## config.mk

```make
export PLATFORM = sky130hd
export DESIGN_NAME = wtsp_mul
export DESIGN_NICKNAME = d
export VERILOG_FILES = /design/src/rtl/wtsp_pkg.sv /design/src/rtl/wtsp_mul.sv
export SDC_FILE = /design/constraint.sdc
export NUM_CORES = 2
export LEC_CHECK = 0
export BUFFER_PORTS_ARGS = -buffer_cell sky130_fd_sc_hd__buf_2
export CORE_MARGIN = 4
export CORE_UTILIZATION = 60
export CTS_CLUSTER_SIZE = 40
export DETAILED_ROUTE_END_ITERATION = 8
export PLACE_DENSITY = 0.77
export SLEW_MARGIN = 20
export SYNTH_ARGS = -nofsm -noshare
export SYNTH_HDL_FRONTEND = slang
export SYNTH_SLANG_ARGS = --single-unit
```

## constraint.sdc

```tcl
create_clock -name clk_i -period 24.6 [get_ports clk_i]
set_clock_uncertainty 0.1 [all_clocks]
set_input_delay 3.69 -clock clk_i [delete_from_list [all_inputs] [get_ports clk_i]]
set_output_delay 3.69 -clock clk_i [all_outputs]
set_load 0.01 [all_outputs]
```

## src/rtl/wtsp_pkg.sv

```systemverilog
// ============================================================================
// World-to-screen projection package
// Shared widths, constants and codes for the projection unit and its
// interfaces, coefficient file, multiplier, divider and checker.
// ============================================================================
package wtsp_pkg;

  // Fixed-point format of all coordinates and coefficients.
  localparam int FRAC_BITS   = 16;
  localparam int FIX_W       = 32;
  localparam int VIEW_W      = 16;

  // Coefficient storage: rows 0, 1 and 3 of the matrix, four columns each.
  localparam int NUM_COEFF   = 12;
  localparam int COEFF_IDX_W = 4;

  // Configuration port.
  localparam int CFG_IDX_W   = 4;
  localparam logic [CFG_IDX_W-1:0] CFG_VIEW_LEFT   = CFG_IDX_W'(0);
  localparam logic [CFG_IDX_W-1:0] CFG_VIEW_TOP    = CFG_IDX_W'(1);
  localparam logic [CFG_IDX_W-1:0] CFG_VIEW_WIDTH  = CFG_IDX_W'(2);
  localparam logic [CFG_IDX_W-1:0] CFG_VIEW_HEIGHT = CFG_IDX_W'(3);

  localparam logic [VIEW_W-1:0] VIEW_WIDTH_RST  = VIEW_W'(640);
  localparam logic [VIEW_W-1:0] VIEW_HEIGHT_RST = VIEW_W'(480);

  // Item modes.
  localparam logic MODE_LOAD    = 1'b0;
  localparam logic MODE_PROJECT = 1'b1;

  // Normalized coordinate width after clamping. Any quotient beyond this range
  // saturates the screen value anyway, so clamping keeps results exact.
  localparam int ND_W    = (FRAC_BITS + 19 > 35) ? FRAC_BITS + 19 : 35;
  localparam int MUL_B_W = FIX_W + 1;
  localparam int PROD_W  = ND_W + MUL_B_W;
  localparam int ACC_W   = PROD_W + 2;

  // Divider: magnitude of clip * 2^FRAC_BITS over a positive 31-bit divisor.
  localparam int DIVD_W    = FIX_W + FRAC_BITS;
  localparam int DIVS_W    = FIX_W - 1;
  localparam int DIV_CNT_W = $clog2(DIVD_W);

  // Fixed-point constants.
  localparam logic signed [FIX_W-1:0] ONE_FIX     = FIX_W'(longint'(1) << FRAC_BITS);
  localparam logic signed [FIX_W-1:0] NEG_ONE_FIX = -ONE_FIX;
  localparam logic signed [FIX_W-1:0] HALF_FIX    = FIX_W'(longint'(1) << (FRAC_BITS - 1));
  localparam logic signed [FIX_W-1:0] VIS_MIN_FIX =
    FIX_W'((longint'(1) << FRAC_BITS) / 100);
  localparam logic signed [FIX_W-1:0] FIX_MAX     = FIX_W'((longint'(1) << (FIX_W - 1)) - 1);
  localparam logic signed [FIX_W-1:0] FIX_MIN     = FIX_W'(-(longint'(1) << (FIX_W - 1)));

endpackage

```

## src/rtl/wtsp_mul.sv

```systemverilog
// ============================================================================
// Shared multiplier
// Signed multiplier with a registered product, used for the matrix terms
// and for the viewport scaling.
// ============================================================================
module wtsp_mul import wtsp_pkg::*; (
  input  logic                     clk_i,
  input  logic                     en_i,
  input  logic signed [ND_W-1:0]   a_i,
  input  logic signed [MUL_B_W-1:0] b_i,
  output logic signed [PROD_W-1:0] prod_o
);

  logic signed [PROD_W-1:0] prod_q;

  // Product register; holds its value while the unit is not in use.
  always_ff @(posedge clk_i) begin
    if (en_i) begin
      prod_q <= PROD_W'(a_i) * PROD_W'(b_i);
    end
  end

  assign prod_o = prod_q;

endmodule

```

Word-level counts from Yosys, hierarchy flattened. Cells that the tools add are included.

Register bits after elaboration: 68. Latch bits: 0. Bits in writable memories: 0. Memory bits (read-only): 0. Output and inout port bits: 68. Logic and storage cells: 2. Memories: 0.

Add/sub/neg operators: 0. $mul: 1. Div/mod/pow operators: 0. Order comparisons: 0. Equality and inequality tests: 0. Shift-type cells: 0. Mux-type cells: 0. Bitwise gates (word level): 0. Reduce and logical (&&, ||, !) cells: 0.

Operators by type and width (number): 35-bit by 33-bit multiplier with 68-bit output (1).

Depth between registers and ports, before layout.
Depth in word-level cells: 1. Gate-level depth with buffers: 29.

Worst setup path after synthesis. No wires, ideal clock.

Path type: input to register. Start: input port a_i[34]. End: register prod_q[66] (netlist: prod_o[66]), data pin. Setup time: 0.266 ns. Data arrival time: 11.113 ns. Path slack: 13.121 ns. Stages: 26. Cell sequence: clkbuf_1 > nand2_1 > inv_1 > fa_1 > fa_1 > fa_1 > inv_1 > fa_1 > inv_1 > fa_1 > fa_1 > inv_1 > fa_1 > fa_1 > inv_1 > ha_1 > clkbuf_1 > a21o_1 > a21o_1 > a21oi_1 > o21bai_1 > a21o_1 > a21o_1 > a2111oi_2 > nor3_1 > xor2_1.

Cells in the longest elaborated chain, start to end: 1.

Ends and longest elaborated chain: start, declared (RTL line wtsp_mul.sv:9) `input logic signed [ND_W-1:0] a_i,`; 35-bit by 33-bit multiplier with 68-bit output (RTL line wtsp_mul.sv:19) `prod_q <= PROD_W'(a_i) * PROD_W'(b_i);`; end signal, assigned (RTL line wtsp_mul.sv:19); end, declared (RTL line wtsp_mul.sv:14) `logic signed [PROD_W-1:0] prod_q;`.

Every way passes these cells. A chain may end at the register's enable or synchronous reset.

Worst setup path after layout.
Start: input port b_i[3]. End: register prod_q[66] (netlist: prod_o[66]), data pin.

Cells in the longest elaborated chain, start to end: 1.

Ends and longest elaborated chain: start, declared (RTL line wtsp_mul.sv:10) `input logic signed [MUL_B_W-1:0] b_i,`; 35-bit by 33-bit multiplier with 68-bit output (RTL line wtsp_mul.sv:19).

Every way passes these cells.

==> flow_summary_export.csv <==
group,metric,value,unit
status,status,"finished, final reports clean",
finish,commonest_cells_after_routing_fill_and_taps_aside,"fa_1 (1207), inv_1 (1138), and2_1 (589)",
critical_path,timing.critical_path.from_type,"primary input",
global_routing,grt_start_max_net_pins,69,
finish,share_of_post_route_cells_with_drive_strength_above_1,0.0463,
yosys,ys_seq_area_frac,0.0474,
clocking,cts.repair.resized,0,
finish,most_common_library_cell_in_the_layout_ignoring_fill_and_taps,"fa_1",
placed_design,dp.final_hpwl,87900,um
clocking,cts_htree_levels,3,
drt,routed_via_density,5.67,
drt,ant_nets,0,
yosys,synth_top_family_by_area,"adder cells",
drt,detailedRoute.firstPassIterationCount,6,
yosys,ys_types,78,
yosys,post_synth_and_or_nand_nor_area_fraction,0.154,
placed_design,globalplace.congestion,0.913,
placed_design,numPortBuffers,137,
sta,final-max-slew-violation-count,0,
clocking,clock-root-buffer,"clkbuf_16",
yosys,synth_compound_gate_area_share,0.0352,
clocking,ctsHoldBuffers,0,
critical_path,timing.critical_path.mode_cell,"fa_1",
finish,area_delta_synth_final,3.19,%
critical_path,worstPathCellList,"buf_2 -> nand2_1 -> inv_1 -> fa_1 -> fa_1 -> fa_1 -> inv_1 -> fa_1 -> inv_1 -> fa_1 -> fa_1 -> fa_1 -> inv_1 -> fa_1 -> inv_1 -> ha_1 -> a21oi_1 -> nand2_1 -> a2111oi_0 -> o211ai_2 -> a2111oi_2 -> nor3_1 -> xor2_1",
critical_path,slowest_stage,"fa_1",
sta,timing.fmax,81.2,MHz
yosys,post_synth.cell_area_avg,9.59,um2
floorplan,die_area,76200,um2
critical_path,max_stage_delay,1000,ps
sta,finalSetupViolations,0,
critical_path,path_buf_inv,6,
sta,setup-tns-final,0,ps
clocking,number_of_buffers_between_clock_root_and_the_deepest_sink,2,
drt,detailedRoute.firstIterationViolations,2139,
clocking,post_cts_buffers,0,
drt,wire_per_inst,20.6,um
critical_path,worstPathRequired,24600,ps
yosys,number_of_flops_mapped_to_enable_cells_by_yosys,68,
yosys,ys.flop_type,"edfxtp_1",
sta,slew_headroom,0.292,
global_routing,grt_first_pass_wirelength,181000,um
critical_path,crit_type,"primary input to register",
clocking,cts.sinks,68,
drt,remaining_drc_errors,0,
flow_run,maxCapViolCount,0,
clocking,clk_pin_slew,60,ps
global_routing,grt.total_usage,0.309,
yosys,synth_xor_area_frac,0.0146,
critical_path,critPathCaptureType,"register",
yosys,mappedNetlistArea,43100,um2
finish,largest_register_ff_count,68,
clocking,numCtsBuffers,9,
yosys,asyncSetResetFlopFracSynth,0,
critical_path,arrival_time_of_data_at_the_critical_path_endpoint,12300,ps
global_routing,first_global_vias,34200,
drt,totalWireLength,111000,um
global_routing,gr-total-overflow,0,
yosys,synthMuxAreaShare,0.000465,
sta,layout_worst_path_cycle_share,0.500,
sta,rsz_0062_raised_after_global_routing,"no",
floorplan,fp.dieH,276,um
sta,final.min_clock_period,12310,ps
floorplan,die_width,276,um
yosys,area_share_of_fa_ha_maj_cells_after_synthesis,0.625,
yosys,synth_cells,4494,
floorplan,num_io_pins,138,
finish,design.final.nets,5921,
sta,worst_slew_pin_slew,1060,ps
drt,via_count,30500,
clocking,cts_tree,"done",
yosys,ys_ff_latch,68,
critical_path,top_family_by_delay_on_critical_path,"adder cells",
yosys,syn_nets,5992,
floorplan,num_rows,97,
finish,final.fill_count,5785,
critical_path,cp_max_fo,35,
global_routing,grt_antenna_before_repair,6,
floorplan,floorplan.initialDensity,0.610,
yosys,yosysWarningCount,0,
worst_hold_path,holdCritPathClass,"primary input to register",
floorplan,core_ar,70600,um2
sta,final_hold_viol_count,0,
-- synthesized netlist by cell type, drive strengths merged (6+ instances only) --
master | n | area share
ha | 221 | 0.064
nor3 | 17 | 0.0021
and2 | 589 | 0.086
nand4 | 17 | 0.0025
a2111oi | 6 | 0.0018
nor2 | 65 | 0.0057
a211oi | 9 | 0.0016
nand2 | 582 | 0.051
a31oi | 8 | 0.0017
buf | 12 | 0.0019
nand2b | 10 | 0.0015
a21oi | 63 | 0.0078
xor2 | 23 | 0.0047
o21a | 8 | 0.0014
o21bai | 9 | 0.0016
clkbuf | 231 | 0.021
xnor2 | 49 | 0.010
a21o | 38 | 0.0066
edfxtp | 68 | 0.047
o21ai | 46 | 0.0055
inv | 1138 | 0.099
nand3 | 17 | 0.0021
fa | 1207 | 0.56
-- final cells by class --
cell class | count | area, um2 | share of cell area
Multi-Input combinational cell | 3044 | 35700 | 0.804
Inverter | 1138 | 4270 | 0.0961
Sequential cell | 68 | 2040 | 0.0459
Tap cell | 940 | 1180 | 0.0265
Timing Repair Buffer | 162 | 873 | 0.0196
Clock buffer | 9 | 225 | 0.00507
Clock inverter | 6 | 114 | 0.00256
Antenna cell | 5 | 12.5 | 0.000281
-- worst paths after layout --
| check | slack [ps] | start | depth (start not counted) | to |
|---|---|---|---|---|
| worst min-delay path | 3950 | en_i | 2 | prod_o[62] |
| worst max-delay path | 12290 | b_i[3] | 23 | prod_o[66] |
-- per-stage QoR --
stage,instances,utilization,worst slack (ps),hold slack [ps],cell area [um2]
after floorplan,4494,-,13120,3700,43100
after CTS,5367,0.629,12330,3950,44500
after global routing,5369,0.629,11750,3980,44500
final,5372,0.629,12290,3950,44500
after detailed placement,5352,0.625,11980,4000,44100
after global placement,5352,0.625,12260,4000,44100
-- kinds of logic after synthesis --
logic type / count (synthesis)
flops: 68
mux: 2
xor+xnor: 72
compound gates: 219
simple gates: 1323
fa+ha+maj: 1428
buf+inv: 1382
-- per-layer routing --
layer  GRT usage  vias up  routed length [um]
li1            -    12700                   -
met1       0.373    16000               38800
met2       0.538     1341               56800
met3      0.0430      454                7380
met4       0.173        2                7860
met5           0        -                  12
Power is left out: the tool's default activity adds up to more than one toggle a clock period on the data nets, which glitch-free logic cannot reach.
