File: config.mk
export PLATFORM = sky130hd
export DESIGN_NAME = wtsp_coeff_rf
export DESIGN_NICKNAME = d
export VERILOG_FILES = /design/src/rtl/wtsp_pkg.sv /design/src/rtl/wtsp_coeff_rf.sv
export SDC_FILE = /design/constraint.sdc
export NUM_CORES = 1
export LEC_CHECK = 0
export BUFFER_PORTS_ARGS = -buffer_cell sky130_fd_sc_hd__buf_4
export CORE_AREA = 4 4 139 241
export DETAILED_ROUTE_END_ITERATION = 10
export DIE_AREA = 0 0 143 245
export GPL_ROUTABILITY_DRIVEN = 0
export GPL_TIMING_DRIVEN = 0
export PLACE_DENSITY = 0.72
export SLEW_MARGIN = 20
export SYNTH_ARGS = -nofsm -noshare
export SYNTH_HDL_FRONTEND = slang
export SYNTH_SLANG_ARGS = --single-unit
export TNS_END_PERCENT = 30
File: constraint.sdc
create_clock -name clk_i -period 2.78 [get_ports clk_i]
set_input_delay 0.556 -clock clk_i [delete_from_list [all_inputs] [get_ports clk_i]]
set_output_delay 0.556 -clock clk_i [all_outputs]
set_load 0.02 [all_outputs]
File: src/rtl/wtsp_pkg.sv
// ============================================================================
// World-to-screen projection package
// Shared widths, constants and codes for the projection unit and its
// interfaces, coefficient file, multiplier, divider and checker.
// ============================================================================
package wtsp_pkg;

  // Fixed-point format of all coordinates and coefficients.
  localparam int FRAC_BITS   = 16;
  localparam int FIX_W       = 32;
  localparam int VIEW_W      = 16;

  // Coefficient storage: rows 0, 1 and 3 of the matrix, four columns each.
  localparam int NUM_COEFF   = 12;
  localparam int COEFF_IDX_W = 4;

  // Configuration port.
  localparam int CFG_IDX_W   = 4;
  localparam logic [CFG_IDX_W-1:0] CFG_VIEW_LEFT   = CFG_IDX_W'(0);
  localparam logic [CFG_IDX_W-1:0] CFG_VIEW_TOP    = CFG_IDX_W'(1);
  localparam logic [CFG_IDX_W-1:0] CFG_VIEW_WIDTH  = CFG_IDX_W'(2);
  localparam logic [CFG_IDX_W-1:0] CFG_VIEW_HEIGHT = CFG_IDX_W'(3);

  localparam logic [VIEW_W-1:0] VIEW_WIDTH_RST  = VIEW_W'(640);
  localparam logic [VIEW_W-1:0] VIEW_HEIGHT_RST = VIEW_W'(480);

  // Item modes.
  localparam logic MODE_LOAD    = 1'b0;
  localparam logic MODE_PROJECT = 1'b1;

  // Normalized coordinate width after clamping. Any quotient beyond this range
  // saturates the screen value anyway, so clamping keeps results exact.
  localparam int ND_W    = (FRAC_BITS + 19 > 35) ? FRAC_BITS + 19 : 35;
  localparam int MUL_B_W = FIX_W + 1;
  localparam int PROD_W  = ND_W + MUL_B_W;
  localparam int ACC_W   = PROD_W + 2;

  // Divider: magnitude of clip * 2^FRAC_BITS over a positive 31-bit divisor.
  localparam int DIVD_W    = FIX_W + FRAC_BITS;
  localparam int DIVS_W    = FIX_W - 1;
  localparam int DIV_CNT_W = $clog2(DIVD_W);

  // Fixed-point constants.
  localparam logic signed [FIX_W-1:0] ONE_FIX     = FIX_W'(longint'(1) << FRAC_BITS);
  localparam logic signed [FIX_W-1:0] NEG_ONE_FIX = -ONE_FIX;
  localparam logic signed [FIX_W-1:0] HALF_FIX    = FIX_W'(longint'(1) << (FRAC_BITS - 1));
  localparam logic signed [FIX_W-1:0] VIS_MIN_FIX =
    FIX_W'((longint'(1) << FRAC_BITS) / 100);
  localparam logic signed [FIX_W-1:0] FIX_MAX     = FIX_W'((longint'(1) << (FIX_W - 1)) - 1);
  localparam logic signed [FIX_W-1:0] FIX_MIN     = FIX_W'(-(longint'(1) << (FIX_W - 1)));

endpackage

File: src/rtl/wtsp_coeff_rf.sv
// ============================================================================
// Coefficient register file
// Twelve matrix coefficients, one write port, one read port, cleared on reset.
// ============================================================================
module wtsp_coeff_rf import wtsp_pkg::*; (
  input  logic                    clk_i,
  input  logic                    rst_ni,
  input  logic                    we_i,
  input  logic [COEFF_IDX_W-1:0]  waddr_i,
  input  logic signed [FIX_W-1:0] wdata_i,
  input  logic [COEFF_IDX_W-1:0]  raddr_i,
  output logic signed [FIX_W-1:0] rdata_o
);

  logic signed [FIX_W-1:0] coeff_q [NUM_COEFF];

  // Writes to slots beyond the last coefficient are dropped.
  always_ff @(posedge clk_i or negedge rst_ni) begin
    if (!rst_ni) begin
      for (int i = 0; i < NUM_COEFF; i++) begin
        coeff_q[i] <= '0;
      end
    end else if (we_i && (waddr_i < COEFF_IDX_W'(NUM_COEFF))) begin
      coeff_q[waddr_i] <= wdata_i;
    end
  end

  // The sequencer only reads valid slots.
  assign rdata_o = (raddr_i < COEFF_IDX_W'(NUM_COEFF)) ? coeff_q[raddr_i] : '0;

endmodule

# Yosys cells after proc, flatten, opt, wreduce, memory -nomap -nowiden
# Index checks and enable logic that the tools add are counted.
# classes
magnitude_cmp,5
muxes,7
bitwise,2
n_reduce_logical,2
# op_table
op,count
bitwise mux 384 bit,1
binary-select mux 32 bit (select 4 bit),1
demux 32 bit (select 4 bit),1
2-to-1 mux 32 bit,4
greater-or-equal comparator 5 bit (second input constant),2
NOT 4 -> 5 bit,2
< comparator 4 bit (second input constant),2
< comparator 5 x 1 -> 1 bit (second input constant),1
logical AND 1 bit,2
# word_totals
register_bits,384
output_inout_bits,32
elab_cells,28

# Longest topological paths before layout
# depth
word_depth,6
ltp_mapped,7
ltp_nobuf,3

# Worst setup path after synthesis
# Ideal clock, no wire load.
# synth_path
path_type,input to output
start,input port raddr_i[1]
end,output port rdata_o[25]
arrival_ps,1918
t_required_ps,2224
setup_slack_ps,306
path_stages,6
path_buffers,3
cell_sequence,buf_2 -> buf_4 -> buf_6 -> mux4_2 -> a22oi_1 -> o21ai_0
# synth_between
elab_chain_len,5
# synth_lines
item,line_no,rtl
from (decl),wtsp_coeff_rf.sv:11,"input logic [COEFF_IDX_W-1:0] raddr_i,"
NOT 4 -> 5 bit (not written as such),wtsp_coeff_rf.sv:29,assign rdata_o = (raddr_i < COEFF_IDX_W'(NUM_COEFF)) ? coeff_q[raddr_i] : '0;
binary-select mux 32 bit (select 4 bit),wtsp_coeff_rf.sv:29,
2-to-1 mux 32 bit (not written as such) (2 in series),wtsp_coeff_rf.sv:29,
2-to-1 mux 32 bit (*),wtsp_coeff_rf.sv:29,
to (decl),wtsp_coeff_rf.sv:12,output logic signed [FIX_W-1:0] rdata_o
# Mark *: on every way between the ends. The rest lies on a longest branch, timed or not. The select of a mux whose other input is x is not followed.

# Final worst setup path
# layout_path
start,input port raddr_i[1]
end,output port rdata_o[28]
# The elaborated chain is that of the path after synthesis.

==> out/results.tsv <==
stage	metric	value	unit
outcome	run status	complete, no violations	
logic_synthesis	fraction of synthesized cell area taken by the top area cell type	0.559	
die	standard-cell rows	86	
placement	Port Buffer Count	72	
sta	final number of setup-violating endpoints	0	
placement	Cells after DPL	1556	
global_route	global-route wire length before repair	63000	um
clock_tree	clock input transition at the sequential cells of the worst setup and hold paths	0.06	ns
worst_setup_path	slowest library cell on the worst path	mux4_2	
sta	number of pins exceeding their max-slew limit in the final report	0	
global_route	Most Crowded Layer GR	met2	
sta	slew at the pin closest to its max-slew limit	0.826	ns
route	residual DRC count	0	
die	initial core utilization	0.546	
worst_setup_path	endpoint arrival time on the critical path	2.16	ns
final_layout	commonest non-fill, non-tap cell in the layout	dfrtp_1	
worst_hold_path	Worst Hold Class	in -> async	
worst_setup_path	R2R Setup Slk	1.98	ns
route	drt via density	6.04	
worst_setup_path	startpoint type of the worst setup path	input pin	
clock_tree	Clock Latency Late Sink	0.52	ns
logic_synthesis	cell type with the largest total area after synthesis	dfrtp_1	
clock_tree	number of buffers on the longest clock path	3	
placement	Post-DP HPWL	26000	um
clock_tree	TritonCTS Sinks	384	
worst_setup_path	sequence of cells on the critical path	clkbuf_4 -> buf_12 -> buf_12 -> mux4_2 -> a22oi_1 -> o21ai_0 -> buf_4	
sta	final critical-path share of the clock period	0.976	
die	die footprint	35000	sq um
final_layout	registers with the highest flip-flop counts	coeff_q x384	
logic_synthesis	post-synthesis sequential area ratio	0.559	
worst_setup_path	crit path capture type	output port	
worst_setup_path	CP max FO	10	
sta	Period minus WS final	2.71	ns
logic_synthesis	biggest area contributors in the synthesized netlist	dfrtp_1, mux2_2, mux4_2, a22oi_1, buf_2	
clock_tree	CTS H-tree lvls	2	
global_route	grt met2 use	0.430	
final_layout	area added between synthesis and finish	13.7	%
route	detailed-routing iteration count for the pre-antenna-repair pass	5	
worst_setup_path	delay contributed by the slowest stage of the critical path	0.50	ns
power	power per cell area	772	nW/um^2
clock_tree	number of hold buffers added after cts	0	
final_layout	antenna diode count	0	
power	maximum ir drop on the vdd rail	0.661	mV
global_route	number of antenna violations at the first check in global routing	0	
global_route	met3 track demand over resource	0.0376	
global_route	largest net degree at the start of global routing	101	
power	Leak Pwr	0.00855	uW
logic_synthesis	total of warnings raised by yosys	0	
final_layout	post-layout util	0.620	
logic_synthesis	post-synthesis net count	1128	
logic_synthesis	synthesized area	17200	sq um
clock_tree	clock tree from TritonCTS	done	
worst_setup_path	data required time of the worst path	2.22	ns
final_layout	max reg flops	384	
logic_synthesis	Avg Cell Area, Syn	15.9	sq um
sta	worst slew slack as a fraction of its limit	0.449	
route	per-cell routed wire length	24.9	um
clock_tree	Root Buffer	clkbuf_16	
worst_setup_path	most used cell along the critical path	buf_12	
sta	worst-case clock skew	0	ns
worst_setup_path	Worst Reg2Reg Path Length in Cells	1	
logic_synthesis	synthesized instance count	1085	
final_layout	highest-count cells in the layout ignoring fill and taps	dfrtp_1, mux2_2, mux4_2	
die	core footprint	31500	sq um
sta	maximum clock frequency	369	MHz
final_layout	fraction of final layout cells with drive strength greater than 1	0.539	
sta	TNS Setup	0	ns
global_route	Congestion Overflow GR	0	
die	Die X	143	um
route	final wirelength	40200	um
clock_tree	Num CTS Buffers	36	
global_route	met1 usage in global routing	0.290	
run	maximum capacitance violations	0	
final_layout	final standard cell count with taps included and fillers excluded	1616	
die	total I/O pin count	75	
global_route	via count of the first global-routing pass	10900	
sta	number of failing hold endpoints at the final stage	0	
logic_synthesis	synthesized flop and latch total	384	
global_route	All-Layer GR Usage	0.239	
worst_setup_path	kind of critical path	in -> out	
final_layout	final net count	1245	
route	final antenna-violating net count	0	
route	number of vias after detailed routing	9767	
route	Iter 0 DRT Violations	449	
die	vertical die dimension	245	um
sta	hold slack	0.0563	ns
final_layout	register bank with the most flops	coeff_q	
logic_synthesis	unique cell type count in the Yosys netlist	20	
## kinds of logic after synthesis
family / after synthesis / synth area share
mux: 480 / 0.377
flops: 384 / 0.559
buf+inv: 135 / 0.0340
compound gates: 64 / 0.0233
simple gates: 22 / 0.00698
## layer usage
| metal | share of wire | up-vias |
|---|---|---|
| met2 | 0.55 | 194 |
| met3 | 0.038 | 71 |
| met4 | 0.032 | 0 |
| li1 | - | 4235 |
| met1 | 0.38 | 5267 |
| met5 | 0 | - |
## cells in the mapped netlist
library cell and instances:
buf_1 7, o21ai_0 32, buf_6 1, or3_1 3, mux4_2 96, buf_2 44
nand2b_1 3, nor2_1 8, nand3_1 1, clkbuf_1 47, nand3b_1 4, nor2b_1 1
a22oi_1 32, nand2_1 1, mux2_1 7, mux2_2 377, nor3b_1 1, dfrtp_1 384
buf_4 4, inv_1 32
## per-stage QoR
step / setup WS, ns / area, sq um / total power, uW
after floorplan: 0.306 / 17200 / 9570
after global routing: -0.000848 / 19600 / 15800
after global placement: -2.53 / 18200 / 10300
after detailed placement: -0.444 / 18300 / 10500
final: 0.0665 / 19600 / 15100
after CTS: -0.0197 / 19500 / 15200
## path summary, 6_finish.rpt
kind                                   start      endpoint
worst max register to register  coeff_q[301]  coeff_q[301]
max in group asynchronous             rst_ni  coeff_q[207]
min in group clk_i               wdata_i[17]   coeff_q[49]
worst min-delay path                  rst_ni  coeff_q[193]
worst min register to register  coeff_q[298]  coeff_q[298]
worst max-delay path              raddr_i[1]   rdata_o[28]
## where the power goes
part           switching (uW)  internal (uW)
logic                    1090           1810
registers                 634           6890
clock network            2030           2660
total                    3760          11400
## worst max-delay path: cells and delay by family
kind,cells,cell delay (ns)
muxes,1,0.50
AOI/OAI and AO/OA,2,0.33
buffers and inverters,4,0.76
## final cells by class
type | count | area, sq um
Timing Repair Buffer | 79 | 673
Tap cell | 396 | 495
Inverter | 32 | 120
Sequential cell | 384 | 9610
Buffer | 103 | 574
Multi-Input combinational cell | 566 | 7010
Clock inverter | 3 | 43.8
Fill cell | 2430 | 12000
Clock buffer | 53 | 1040
## repair_timing
item | CTS | global route
pin swaps | 0 | 0
setup buffers | 0 | 4
gates resized for setup | 35 | 18
setup endpoints to repair | 32 | 28
Power figures use the tool's default switching activity.
