`config.mk`:
```
export PLATFORM = sky130hd
export DESIGN_NAME = wtsp_div
export DESIGN_NICKNAME = d
export VERILOG_FILES = /design/src/rtl/wtsp_pkg.sv /design/src/rtl/wtsp_div.sv
export SDC_FILE = /design/constraint.sdc
export NUM_CORES = 1
export LEC_CHECK = 0
export BUFFER_PORTS_ARGS = -buffer_cell sky130_fd_sc_hd__buf_2
export CAP_MARGIN = 40
export CORE_MARGIN = 5
export CORE_UTILIZATION = 25
export DETAILED_ROUTE_END_ITERATION = 10
export SETUP_SLACK_MARGIN = 0.1
export SYNTH_ARGS = -nofsm -noshare
export SYNTH_HDL_FRONTEND = slang
export SYNTH_SLANG_ARGS = --single-unit
```
`constraint.sdc`:
```
create_clock -name clk_i -period 6.3 [get_ports clk_i]
set_input_delay 0.315 -clock clk_i [delete_from_list [all_inputs] [get_ports clk_i]]
set_output_delay 0.315 -clock clk_i [all_outputs]
set_load 0.05 [all_outputs]
```
`src/rtl/wtsp_pkg.sv`:
```
// ============================================================================
// World-to-screen projection package
// Shared widths, constants and codes for the projection unit and its
// interfaces, coefficient file, multiplier, divider and checker.
// ============================================================================
package wtsp_pkg;

  // Fixed-point format of all coordinates and coefficients.
  localparam int FRAC_BITS   = 16;
  localparam int FIX_W       = 32;
  localparam int VIEW_W      = 16;

  // Coefficient storage: rows 0, 1 and 3 of the matrix, four columns each.
  localparam int NUM_COEFF   = 12;
  localparam int COEFF_IDX_W = 4;

  // Configuration port.
  localparam int CFG_IDX_W   = 4;
  localparam logic [CFG_IDX_W-1:0] CFG_VIEW_LEFT   = CFG_IDX_W'(0);
  localparam logic [CFG_IDX_W-1:0] CFG_VIEW_TOP    = CFG_IDX_W'(1);
  localparam logic [CFG_IDX_W-1:0] CFG_VIEW_WIDTH  = CFG_IDX_W'(2);
  localparam logic [CFG_IDX_W-1:0] CFG_VIEW_HEIGHT = CFG_IDX_W'(3);

  localparam logic [VIEW_W-1:0] VIEW_WIDTH_RST  = VIEW_W'(640);
  localparam logic [VIEW_W-1:0] VIEW_HEIGHT_RST = VIEW_W'(480);

  // Item modes.
  localparam logic MODE_LOAD    = 1'b0;
  localparam logic MODE_PROJECT = 1'b1;

  // Normalized coordinate width after clamping. Any quotient beyond this range
  // saturates the screen value anyway, so clamping keeps results exact.
  localparam int ND_W    = (FRAC_BITS + 19 > 35) ? FRAC_BITS + 19 : 35;
  localparam int MUL_B_W = FIX_W + 1;
  localparam int PROD_W  = ND_W + MUL_B_W;
  localparam int ACC_W   = PROD_W + 2;

  // Divider: magnitude of clip * 2^FRAC_BITS over a positive 31-bit divisor.
  localparam int DIVD_W    = FIX_W + FRAC_BITS;
  localparam int DIVS_W    = FIX_W - 1;
  localparam int DIV_CNT_W = $clog2(DIVD_W);

  // Fixed-point constants.
  localparam logic signed [FIX_W-1:0] ONE_FIX     = FIX_W'(longint'(1) << FRAC_BITS);
  localparam logic signed [FIX_W-1:0] NEG_ONE_FIX = -ONE_FIX;
  localparam logic signed [FIX_W-1:0] HALF_FIX    = FIX_W'(longint'(1) << (FRAC_BITS - 1));
  localparam logic signed [FIX_W-1:0] VIS_MIN_FIX =
    FIX_W'((longint'(1) << FRAC_BITS) / 100);
  localparam logic signed [FIX_W-1:0] FIX_MAX     = FIX_W'((longint'(1) << (FIX_W - 1)) - 1);
  localparam logic signed [FIX_W-1:0] FIX_MIN     = FIX_W'(-(longint'(1) << (FIX_W - 1)));

endpackage

```
`src/rtl/wtsp_div.sv`:
```
// ============================================================================
// Serial divider
// Restoring division of clip * 2^FRAC_BITS by a positive clip w, one quotient
// bit per cycle, truncated toward zero and clamped to the normalized range.
// ============================================================================
module wtsp_div import wtsp_pkg::*; (
  input  logic                    clk_i,
  input  logic                    rst_ni,
  input  logic                    start_i,
  input  logic signed [FIX_W-1:0] num_i,
  input  logic [DIVS_W-1:0]       den_i,
  output logic                    done_o,
  output logic signed [ND_W-1:0]  quot_o
);

  localparam logic [DIVD_W-1:0] QMAX = DIVD_W'((longint'(1) << (ND_W - 1)) - 1);

  logic                   busy_q;
  logic                   fix_q;
  logic                   done_q;
  logic [DIV_CNT_W-1:0]   cnt_q;
  logic                   neg_q;
  logic [DIVS_W-1:0]      rem_q;
  logic [DIVD_W-1:0]      quo_q;
  logic signed [ND_W-1:0] quot_q;

  logic [FIX_W-1:0]       num_mag;
  logic [DIVS_W:0]        trial;
  logic                   trial_ge;
  logic [DIVD_W-1:0]      quo_clamped;
  logic signed [ND_W-1:0] quo_nd;

  assign num_mag     = num_i[FIX_W-1] ? (~num_i + 1'b1) : num_i;
  assign trial       = {rem_q, quo_q[DIVD_W-1]};
  assign trial_ge    = (trial >= {1'b0, den_i});
  assign quo_clamped = (quo_q > QMAX) ? QMAX : quo_q;
  assign quo_nd      = ND_W'(quo_clamped);

  // Control: iteration count and the one-cycle done pulse.
  always_ff @(posedge clk_i or negedge rst_ni) begin
    if (!rst_ni) begin
      busy_q <= 1'b0;
      fix_q  <= 1'b0;
      done_q <= 1'b0;
      cnt_q  <= '0;
    end else begin
      done_q <= fix_q;
      fix_q  <= busy_q && !start_i && (cnt_q == DIV_CNT_W'(DIVD_W - 1));
      if (start_i) begin
        busy_q <= 1'b1;
        cnt_q  <= '0;
      end else if (busy_q) begin
        cnt_q <= cnt_q + 1'b1;
        if (cnt_q == DIV_CNT_W'(DIVD_W - 1)) begin
          busy_q <= 1'b0;
        end
      end
    end
  end

  // Datapath: shift in one dividend bit per cycle, then apply sign.
  always_ff @(posedge clk_i) begin
    if (start_i) begin
      neg_q <= num_i[FIX_W-1];
      rem_q <= '0;
      quo_q <= {num_mag, {FRAC_BITS{1'b0}}};
    end else if (busy_q) begin
      rem_q <= trial_ge ? DIVS_W'(trial - {1'b0, den_i}) : trial[DIVS_W-1:0];
      quo_q <= {quo_q[DIVD_W-2:0], trial_ge};
    end
    if (fix_q) begin
      quot_q <= neg_q ? -quo_nd : quo_nd;
    end
  end

  assign done_o = done_q;
  assign quot_o = quot_q;

endmodule

```
# After elaboration in Yosys (flattened, before gate mapping)

Index checks and enable logic that the tools add are counted.

Register bits: 124
Input port bits: 66
Output and inout bits: 36
Logic and storage cells: 32

$add $sub $neg: 4
Order comparisons: 2
Equality and inequality tests: 1
Multiplexer cells: 11
Bitwise gates (word level): 1
Reductions and logical operators: 4

Operators by type and width:

| operator                                                         | number |
|---|---|
| two-way mux 48 bit                                               | 2 |
| two-way mux 35 bit                                               | 2 |
| greater-than comparator 48 x 34 -> 1 bit (second input constant) | 1 |
| negation 35 bit                                                  | 1 |
| adder 32 x 1 -> 32 bit (second input constant)                   | 1 |
| >= comparator 32 x 31 -> 1 bit                                   | 1 |
| two-way mux 32 bit                                               | 1 |
| inverter 32 bit                                                  | 1 |
| two-way mux 31 bit                                               | 1 |
| subtractor 31 bit                                                | 1 |
| two-way mux 6 bit                                                | 2 |
| adder 6 x 1 -> 6 bit (second input constant)                     | 1 |
| == test 6 bit (second input constant)                            | 1 |
| two-way mux 1 bit                                                | 3 |
| logical AND 1 bit                                                | 2 |
| nonzero test 2 bit                                               | 1 |
| zero test 1 bit                                                  | 1 |

# Logic depth before layout (Yosys ltp)

Depth after elaboration: 4
Mapped depth: 14
Depth with buffers taken out: 13

# Worst setup path before layout

Ideal clock, no wire load.

Kind: register to register
Start: register quo_q[47]
End: register quot_q[30] (netlist: quot_o[30]) (data pin)
Setup time: 0.283 ns
Data arrival time: 3.731 ns
Required time: 6.017 ns
Path slack: 2.285 ns
Stages on the path, launching flop included: 14
Buffers on the path: 2
Period minus slack after synthesis: 4.015 ns
Path through: edfxtp_1 -> nor4_1 -> nand4_1 -> clkbuf_1 -> clkbuf_1 -> nor2_1 -> ha_1 -> or3b_2 -> nor4bb_1 -> nand4_1 -> or4_1 -> or4_4 -> nor4_1 -> o311ai_0

Word-level cells in the longest chain between the ends: 4

RTL lines:

| item                                         | RTL line       | text |
|---|---|---|
| start: declaration                           | wtsp_div.sv:24 | `logic [DIVD_W-1:0] quo_q;` |
| start signal: assignment                     | wtsp_div.sv:66 | `quo_q <= {num_mag, {FRAC_BITS{1'b0}}};` |
| start signal: assignment                     | wtsp_div.sv:69 | `quo_q <= {quo_q[DIVD_W-2:0], trial_ge};` |
| greater-than comparator 48 x 34 -> 1 bit (*) | wtsp_div.sv:36 | `assign quo_clamped = (quo_q > QMAX) ? QMAX : quo_q;` |
| two-way mux 35 bit (*)                       | wtsp_div.sv:36 |  |
| negation 35 bit                              | wtsp_div.sv:72 | `quot_q <= neg_q ? -quo_nd : quo_nd;` |
| two-way mux 35 bit (*)                       | wtsp_div.sv:72 |  |
| end signal: assignment                       | wtsp_div.sv:72 |  |
| end: declaration                             | wtsp_div.sv:25 | `logic signed [ND_W-1:0] quot_q;` |

Mark *: on every way between the ends. The rest lies on a longest branch, timed or not.
A chain may end at the register's enable or synchronous reset.

# Worst setup path after layout

Start: register quo_q[47]
End: register quot_q[30] (netlist: quot_o[30]) (data pin)

Word-level cells in the longest chain between the ends: 4

RTL lines:

| item                                     | RTL line       | text |
|---|---|---|
| greater-than comparator 48 x 34 -> 1 bit | wtsp_div.sv:36 |  |
| two-way mux 35 bit                       | wtsp_div.sv:36 |  |
| named net quo_clamped[0]                 | wtsp_div.sv:30 | `logic [DIVD_W-1:0] quo_clamped;` |
| negation 35 bit                          | wtsp_div.sv:72 |  |
| two-way mux 35 bit                       | wtsp_div.sv:72 |  |

The timed path passes the listed nets, and every way through them passes these cells.

==> results_dict.tcl <==
set metrics [dict create \
    dpl-instance-area_um2 9160 \
    fin_crit_ns 4.57 \
    cts_hold_buffers 1 \
    slew_viol_final 0 \
    cts_tree "built" \
    h-tree-depth 4 \
    netlist_area_um2 8200 \
    worst_pin_slew_ns 0.769 \
    syn_nets 1064 \
    seq_area_frac_synth_pct 39.1 \
    cts-root-buf "clkbuf_16" \
    clock_skew_ns 0.0181 \
    arrival_ns 4.78 \
    async_flop_share_pct 7.26 \
    grt_pass1_wl_um 35500 \
    synth-edff-count 68 \
    drt-total-wl_um 21800 \
    drcViolationCount 0 \
    slew_headroom_pct 48.6 \
    ant_nets 0 \
    vias_per_cell 4.91 \
    synth_cells 963 \
    cts_sinks 124 \
    synth_seq_cells 124 \
    overflow 0 \
    synth_cell_types 63 \
    io_buffers 101 \
    cts.clk_slew.worst_paths_ns 0.07 \
    grt_antenna_before_repair 0 \
    finalCritPeriodShare_pct 72.5 \
    drt_iter0_markers 538 \
    drive_gt1_share_pct 15.1 \
    powerDensity_nw_per_um2 214 \
    clock_latency_ns 0.42 \
    design_area_um2 9740 \
    die_h_um 191 \
    die-area_um2 36500 \
    syn_avg_cell_area_um2 8.52 \
    avgRoutedWirePerCell_um 14.6 \
    cp_max_fo 12 \
    grt_max_degree 66 \
    cts.path.max_buffers 2 \
    cp_num_buf_inv 1 \
    cts_resized 0 \
    finalHoldViolCount 0 \
    ys_warn_count 0 \
    fin_nets 1141 \
    max_freq_mhz 219 \
    cp_data_required_time_ns 6.51 \
    worstPathCellList "nor4_1, and4_1, nand2b_1, inv_1, ha_1, or3b_2, nor4bb_1, nand4_1, or4_1, or4_4, nor4_1, o21ai_0, o311ai_0" \
    max-vdd-ir-drop_mv 0.181 \
    hp-class "input pin to flip-flop" \
    io_pins 102 \
    cp-start-kind "flip-flop" \
    max_stage_delay_ns 0.59 \
    setup_viol 0 \
    core_area_um2 32500 \
    numCtsBuffers 17 \
    gp_congestion 0.824 \
    status "completed" \
    crit_type "flip-flop to flip-flop" \
    syn_to_final_growth_pct 18.7 \
    antenna_cells 0 \
    grt_pass1_vias 6934 \
    worstSetupEndpointType "flip-flop" \
    finalSetupTns_ns 0 \
    place_hpwl_um 16000 \
    synth-main-ff-cell "edfxtp_1" \
    crit_family "simple AND/OR/NAND/NOR gates" \
    rsz0062_at_grt "false" \
    die_w_um 191 \
    cp_common_cell "nor4_1" \
    rows 66 \
    p_leak_nw 3.98 \
    slowest_stage "and4_1" \
    start_util_pct 25.3 \
    drt_first_pass_iters 5 \
    cts_setup_buffers 0 \
    gr-usage-all-layers_pct 11.9 \
    maxCapViolCount 0 \
    vias 7342 \
]
logic make-up (layout without fill, tap and decap cells):
family / Yosys count / after routing / synth area share (%)
simple gates: 362 / 362 / 20.4
compound gates: 253 / 253 / 20.4
flops: 124 / 124 / 39.1
buf+inv: 99 / 189 / 4.54
xor+xnor: 59 / 59 / 6.30
fa+ha+maj: 35 / 35 / 5.43
mux: 31 / 31 / 3.80
Yosys cell counts, drive strengths merged (12+ instances only):
cell type  count  area [um^2]
nand4         12         75.1
a21oi         51          255
or3           12         75.1
xor2          23          201
nand2        134          503
nor2         102          383
dfxtp         47          941
ha            34          425
edfxtp        68         2040
a211oi        15          113
xnor2         36          315
o21ai         74          374
o311ai        14          123
clkbuf        43          161
o31ai         17          128
mux2i         30          300
a311oi        18          164
or4           13          116
nand3         17         85.1
inv           48          180
nor3          28          140
worst register-to-register path: stages (launching register included):
cell and delay (ns):
edfxtp_1 0.44, nor4_1 0.38, and4_1 0.59, nand2b_1 0.15, inv_1 0.08, ha_1 0.15
or3b_2 0.49, nor4bb_1 0.44, nand4_1 0.22, or4_1 0.50, or4_4 0.46, nor4_1 0.22
o21ai_0 0.11, o311ai_0 0.13
layout by cell type, fill, tap and decap left out, types with 23 or more instances in the layout:
| cell | instances |
|---|---|
| ha_1 | 34 |
| nor2_1 | 101 |
| nand2_1 | 134 |
| buf_2 | 100 |
| nor3_1 | 28 |
| o21ai_0 | 72 |
| a21oi_1 | 51 |
| inv_1 | 48 |
| mux2i_1 | 30 |
| xor2_1 | 23 |
| edfxtp_1 | 68 |
| dfxtp_1 | 47 |
| xnor2_1 | 36 |
flip-flops by register name (all words and copies together) (netlist names):
signal  cells
quot_o     35
fix_q       1
cnt_q       6
done_o      1
quo_q      48
busy_q      1
rem_q      31
neg_q       1
path summary, 6_finish.rpt:
path / to / from / slack, ns / depth (start not counted)
max: quot_o[30]$_DFFE_PP_ / quo_q[47]$_DFFE_PP_ / 1.73 / 13
min: quo_q[16]$_DFFE_PP_ / num_i[0] / 0.26 / 3
max reg2reg: quot_o[30]$_DFFE_PP_ / quo_q[47]$_DFFE_PP_ / 1.73 / 13
min reg2reg: done_o$_DFF_PN0_ / fix_q$_DFF_PN0_ / 0.40 / 0
max in group asynchronous: busy_q$_DFF_PN0_ / rst_ni / 5.81 / 2
min in group asynchronous: cnt_q[3]$_DFFE_PN0P_ / rst_ni / 0.29 / 2
power breakdown:
group          switching, mW  total, mW  internal, mW
Sequential            0.0327      0.923         0.890
Combinational          0.122      0.210        0.0880
Clock                  0.429      0.953         0.524
layer usage:
metal  track usage, %  wire length (um)  up-vias
li1                 -                 -     3693
met1             16.3             10300     3447
met2             19.2             10100      173
met3             2.34               997       29
met4             3.20               303        0
met5                0                 0        -
layout make-up:
cell class	instances	area, um^2
Timing Repair Buffer	109	598
Tap cell	442	553
Fill cell	3433	22700
Multi-Input combinational cell	740	4630
Inverter	48	180
Clock buffer	17	425
Sequential cell	124	3210
Clock inverter	15	148
stage by stage:
stage / instances / utilization (%) / total power [mW] / hold slack (ns) / setup WS [ns]
finish: 1495 / 30.0 / 2.09 / 0.259 / 1.73
global route: 1495 / 30.0 / 2.18 / 0.267 / 1.28
CTS: 1495 / 30.0 / 2.11 / 0.244 / 1.68
detailed placement: 1462 / 28.2 / 1.15 / 0.176 / 1.69
global placement: 1460 / 28.1 / 1.15 / 0.177 / 1.74
floorplan: 963 / - / 1.07 / 0.0194 / 2.29
Note: power is estimated with default switching activity, not from simulation.
